[config.mk]
export PLATFORM = sky130hd
export DESIGN_NAME = tsc_mac
export DESIGN_NICKNAME = d
export VERILOG_FILES = /design/src/rtl/tsc_pkg.sv /design/src/rtl/tsc_mac.sv
export SDC_FILE = /design/constraint.sdc
export NUM_CORES = 2
export LEC_CHECK = 0
export ABC_AREA = 1
export BUFFER_PORTS_ARGS = -buffer_cell sky130_fd_sc_hd__buf_2
export CORE_MARGIN = 10
export CORE_UTILIZATION = 46
export DETAILED_ROUTE_END_ITERATION = 10
export PLACE_DENSITY = 0.64
export SYNTH_ARGS = -nofsm -noshare
export SYNTH_HDL_FRONTEND = slang
export SYNTH_SLANG_ARGS = --single-unit
[constraint.sdc]
create_clock -name clk -period 10.5 [get_ports clk]
set_input_delay 0.525 -clock clk [delete_from_list [all_inputs] [get_ports clk]]
set_output_delay 0.525 -clock clk [all_outputs]
set_load 0.02 [all_outputs]
[src/rtl/tsc_pkg.sv]
package tsc_pkg;

	localparam int FACTOR_W   = 2;
	localparam int BUCKET_W   = 6;
	localparam int SAMPLE_W   = 16;
	localparam int COEF_W     = 48;
	localparam int SKETCH_W   = 32;
	localparam int KREG_W     = 7;
	localparam int PREG_W     = 3;
	localparam int CFG_ADDR_W = 8;
	localparam int CFG_DATA_W = 8;

	localparam int DEF_MAX_BUCKETS   = 64;
	localparam int DEF_MAX_FACTORS   = 4;
	localparam int DEF_FRACTION_BITS = 13;

	localparam logic [KREG_W-1:0] K_RESET = 7'd64;
	localparam logic [PREG_W-1:0] P_RESET = 3'd2;

	typedef enum logic [CFG_ADDR_W-1:0] {
		REG_BUCKET_COUNT = 8'd0,
		REG_FACTOR_COUNT = 8'd1
	} reg_index_t;

	typedef struct packed {
		logic clear;
		logic start;
	} mac_ctrl_t;

endpackage

[src/rtl/tsc_mac.sv]
module tsc_mac #(
	parameter int FRACTION_BITS = tsc_pkg::DEF_FRACTION_BITS
) (
	input  logic                                clk,
	input  logic                                arst_n,
	input  tsc_pkg::mac_ctrl_t                  ctrl,
	input  logic signed [tsc_pkg::COEF_W-1:0]   a,
	input  logic signed [tsc_pkg::SKETCH_W-1:0] b,
	output logic                                done,
	output logic signed [tsc_pkg::COEF_W-1:0]   acc
);
	import tsc_pkg::*;

	localparam int FULL_W = COEF_W + SKETCH_W;
	localparam logic signed [COEF_W+1:0] SUM_MAX = $signed({3'b000, {(COEF_W-1){1'b1}}});
	localparam logic signed [COEF_W+1:0] SUM_MIN = $signed({3'b111, {(COEF_W-1){1'b0}}});

	typedef enum logic [2:0] {M_IDLE, M_LO, M_HI, M_SUM, M_ACC} mstate_t;

	mstate_t                    st_q;
	logic [COEF_W-1:0]          ma_q;
	logic [SKETCH_W-1:0]        mb_q;
	logic                       neg_q;
	logic [COEF_W+15:0]         plo_q;
	logic [COEF_W+15:0]         phi_q;
	logic [FULL_W-1:0]          full_q;
	logic signed [COEF_W-1:0]   acc_q;
	logic                       done_q;

	logic [15:0]                half;
	logic [COEF_W+15:0]         prod;
	logic [FULL_W-1:0]          shifted;
	logic [FULL_W-1:0]          limit;
	logic [COEF_W:0]            mag;
	logic signed [COEF_W+1:0]   term;
	logic signed [COEF_W+1:0]   sum;
	logic signed [COEF_W-1:0]   sum_sat;

	// One 48x16 multiplier serves both halves of the 32-bit operand.
	assign half = (st_q == M_LO) ? mb_q[15:0] : mb_q[31:16];
	assign prod = (COEF_W+16)'(ma_q) * (COEF_W+16)'(half);

	always_comb begin
		shifted = full_q >> FRACTION_BITS;
		limit   = neg_q ? (FULL_W'(1) << (COEF_W-1)) : ((FULL_W'(1) << (COEF_W-1)) - FULL_W'(1));
		mag     = (shifted > limit) ? (COEF_W+1)'(limit) : (COEF_W+1)'(shifted);
		term    = neg_q ? -$signed({1'b0, mag}) : $signed({1'b0, mag});
		sum     = (COEF_W+2)'(acc_q) + term;
		if (sum > SUM_MAX)
			sum_sat = {1'b0, {(COEF_W-1){1'b1}}};
		else if (sum < SUM_MIN)
			sum_sat = {1'b1, {(COEF_W-1){1'b0}}};
		else
			sum_sat = COEF_W'(sum);
	end

	always_ff @(posedge clk or negedge arst_n) begin
		if (!arst_n) begin
			st_q   <= M_IDLE;
			done_q <= 1'b0;
		end else begin
			done_q <= 1'b0;
			case (st_q)
				M_IDLE: begin
					if (ctrl.start) st_q <= M_LO;
				end
				M_LO:  st_q <= M_HI;
				M_HI:  st_q <= M_SUM;
				M_SUM: st_q <= M_ACC;
				M_ACC: begin
					st_q   <= M_IDLE;
					done_q <= 1'b1;
				end
				default: st_q <= M_IDLE;
			endcase
		end
	end

	always_ff @(posedge clk) begin
		if (ctrl.clear) acc_q <= '0;
		else if (st_q == M_ACC) acc_q <= sum_sat;
		if (st_q == M_IDLE && ctrl.start) begin
			ma_q  <= a[COEF_W-1] ? COEF_W'(0) - COEF_W'(a) : COEF_W'(a);
			mb_q  <= b[SKETCH_W-1] ? SKETCH_W'(0) - SKETCH_W'(b) : SKETCH_W'(b);
			neg_q <= a[COEF_W-1] ^ b[SKETCH_W-1];
		end
		if (st_q == M_LO) plo_q <= prod;
		if (st_q == M_HI) phi_q <= prod;
		if (st_q == M_SUM)
			full_q <= {phi_q, 16'd0} + FULL_W'(plo_q)
				+ (neg_q ? FULL_W'((FULL_W'(1) << FRACTION_BITS) - FULL_W'(1)) : FULL_W'(0));
	end

	assign done = done_q;
	assign acc  = acc_q;

	a_start_idle: assert property (@(posedge clk) disable iff (!arst_n)
		ctrl.start |-> st_q == M_IDLE) else $error("mac started while busy");
	a_done_latency: assert property (@(posedge clk) disable iff (!arst_n)
		ctrl.start |-> ##5 done_q) else $error("mac result late");
	a_clear: assert property (@(posedge clk) disable iff (!arst_n)
		ctrl.clear && st_q != M_ACC |=> acc_q == '0) else $error("accumulator not cleared");

endmodule

==> flow_summary.toml <==
[route]
highest_layer = "met4"
drcViolationCount = 0
dr.pass1.iters = 6
avgViaCountPerCell = 5.35
ant_nets = 0
wl_met2_um = 63500
avgRoutedWirePerCell_um = 19.2
wl_um = 133000
met3WireLength_um = 9130
vias = 36900
drt_iter0_drc = 2505
wl_met1_um = 53900

[run_status]
outcome = "finished, final reports clean"

[sta]
fin_ws_ps = 1350
slew_headroom = 0.148
period_needed_ps = 9150
drv_slew = 0
clock_skew_ps = 23.8
hold_viol_final = 0
finalCritPeriodShare = 0.871
rsz0062_at_grt = "no"
tns_ps = 0
tightest_slew_ps = 1280
max_freq_mhz = 109
setup_viol = 0

[setup_path]
cp-start-kind = "flop"
max_stage_delay_ps = 730
crit_family = "adder cells"
worstPathArrival_ps = 9490
slowest_stage = "o21ai_1"
cp_common_cell = "fa_1"
worstPathMaxFanout = 28
worstPathRequired_ps = 10840
path_buf_inv = 6
path_class = "reg -> reg"
cp-end-kind = "flop"

[flow_run]
cap_viol_max_count = 0

[place]
dpl.hpwl_um = 107000
gp_congestion = 0.978
placedCellCount = 6822
pre_cts_ws_ps = 1390
io_buffers = 132

[die]
core-area_um2 = 97000
dieWidth_um = 333
ios = 133
die_area_um2 = 111000
rows = 114
die_height_um = 333
start_util = 0.465

[logic_synthesis]
synth.top_cell.area_share = 0.286
synth_cell_types = 53
synth.top_cells.by_area = "fa_1 29%, edfxtp_1 18%, nand2_1 9.8%, inv_1 9.0%, ha_1 8.2%"
synth-edff-count = 276
synthArstFlopShare = 0.0122
synthCells = 5531
synthesis.area_um2 = 45100
ys_ff_latch = 328
synth_top_area_cell = "fa_1"
ys_seq_area_frac = 0.208
yosys_warnings = 0
syn-num-nets = 6554
avgSynthCellArea_um2 = 8.15
synthFlopType = "edfxtp_1"

[layout]
layout.cells.non_filler = 6898
seq_area_um2 = 9350
synthToLayoutAreaGrowth_pct = 7.45
drive_above_1_share = 0.0528
finalNetCount = 6612
utilization = 0.499
nFillCells = 9519
multi_input_area_um2 = 31000

[global_route]
grt_antenna_before_repair = 1
grt_max_degree = 108
track_usage = 0.237
gr-total-overflow = 0
grt_pass1_wl_um = 210000
grt_pass1_vias = 38500

[cts]
ctsResizeCount = 0
cts_tree = "yes"
clk_latency_ps = 600
cts_made_buffers = 40
postCtsSetupBuffers = 0
cts_buffer_depth = 3
holdBufCountCts = 1
cts-root-buf = "clkbuf_16"
clk_pin_slew_ps = 60
cts_num_sinks = 328
h-tree-depth = 2

[hold_path]
hp-class = "in -> reg"
Yosys cell counts, drive strengths merged (7+ instances only):
master,n
nor2,584
nand4,32
o21bai,10
o21ai,212
nand2,1177
nor3,53
a21oi,347
clkbuf,134
inv,1093
a31oi,86
or2,18
ha,296
o31ai,13
dfxtp,48
buf,26
fa,643
mux2,7
o211ai,8
nor4,34
o21a,21
xor2,158
xnor2,88
nand3,109
edfxtp,276
a21o,9
worst reg2reg max path: cells and delay by family, from the launching register on:
family                     cells  cell delay, ps
and+or+nand+nor                7            1430
adders and majority gates      7            3340
DFF                            1             420
buffers and inverters          6            1440
xor gates and xnor gates       1             160
AOI/OAI and AO/OA              8            2090
metal layers:
layer | vias to the layer above | GRT usage
met5 | - | 0
met4 | 0 | 0.0996
met3 | 258 | 0.0382
met2 | 1300 | 0.403
met1 | 17900 | 0.297
li1 | 17400 | -
cell families after synthesis:
kind of cell / Yosys count / synth area share
AOI/OAI and AO/OA: 731 / 0.0893
xor gates and xnor gates: 246 / 0.0478
adders and majority gates: 939 / 0.368
buffers and inverters: 1255 / 0.106
DFF: 328 / 0.208
muxes: 8 / 0.00197
and+or+nand+nor: 2024 / 0.180
cell type report:
cell class / count / area share
Tap cell: 1276 / 0.0330
Inverter: 1095 / 0.0849
Sequential cell: 328 / 0.193
Clock buffer: 44 / 0.0210
Antenna cell: 1 / 0.0000517
Timing Repair Buffer: 176 / 0.0209
Clock inverter: 30 / 0.00675
Multi-Input combinational cell: 3948 / 0.640
sequential cells by signal, summed over array words and instances (netlist names):
signal  count
phi_q      64
neg_q       1
plo_q      64
mb_q       32
st_q        3
ma_q       48
done        1
full_q     67
acc        48
stage by stage:
step	cell area (µm²)	hold WS, ps
finish	48400	144
global route	48400	134
CTS	48400	104
detailed placement	47100	350
global placement	47000	345
floorplan	45100	229
worst paths after layout:
path	start	to	slack, ps	cells after the start
worst max register to register	st_q[1]	phi_q[63]	1350	29
worst min register to register	acc[1]	acc[1]	540	2
worst max-delay path	st_q[1]	phi_q[63]	1350	29
min in group asynchronous	arst_n	st_q[0]	260	2
max in group asynchronous	arst_n	st_q[1]	10100	2
worst min-delay path	a[0]	ma_q[0]	140	1
layout by cell type (no fill, tap or decap), drive strengths merged, types with 7 or more instances in the layout:
| cell | instances |
|---|---|
| a21o | 9 |
| a21oi | 347 |
| a31oi | 86 |
| buf | 175 |
| clkbuf | 44 |
| clkinv | 20 |
| dfxtp | 48 |
| edfxtp | 276 |
| fa | 643 |
| ha | 296 |
| inv | 1097 |
| mux2 | 7 |
| nand2 | 1177 |
| nand3 | 109 |
| nand4 | 32 |
| nor2 | 584 |
| nor3 | 53 |
| nor4 | 34 |
| o211ai | 8 |
| o21a | 21 |
| o21ai | 212 |
| o21bai | 10 |
| o31ai | 13 |
| or2 | 18 |
| xnor2 | 88 |
| xor2 | 158 |
Power is not shown: default switching activity piles up to over one toggle a cycle in this logic, so the estimate is an artifact.
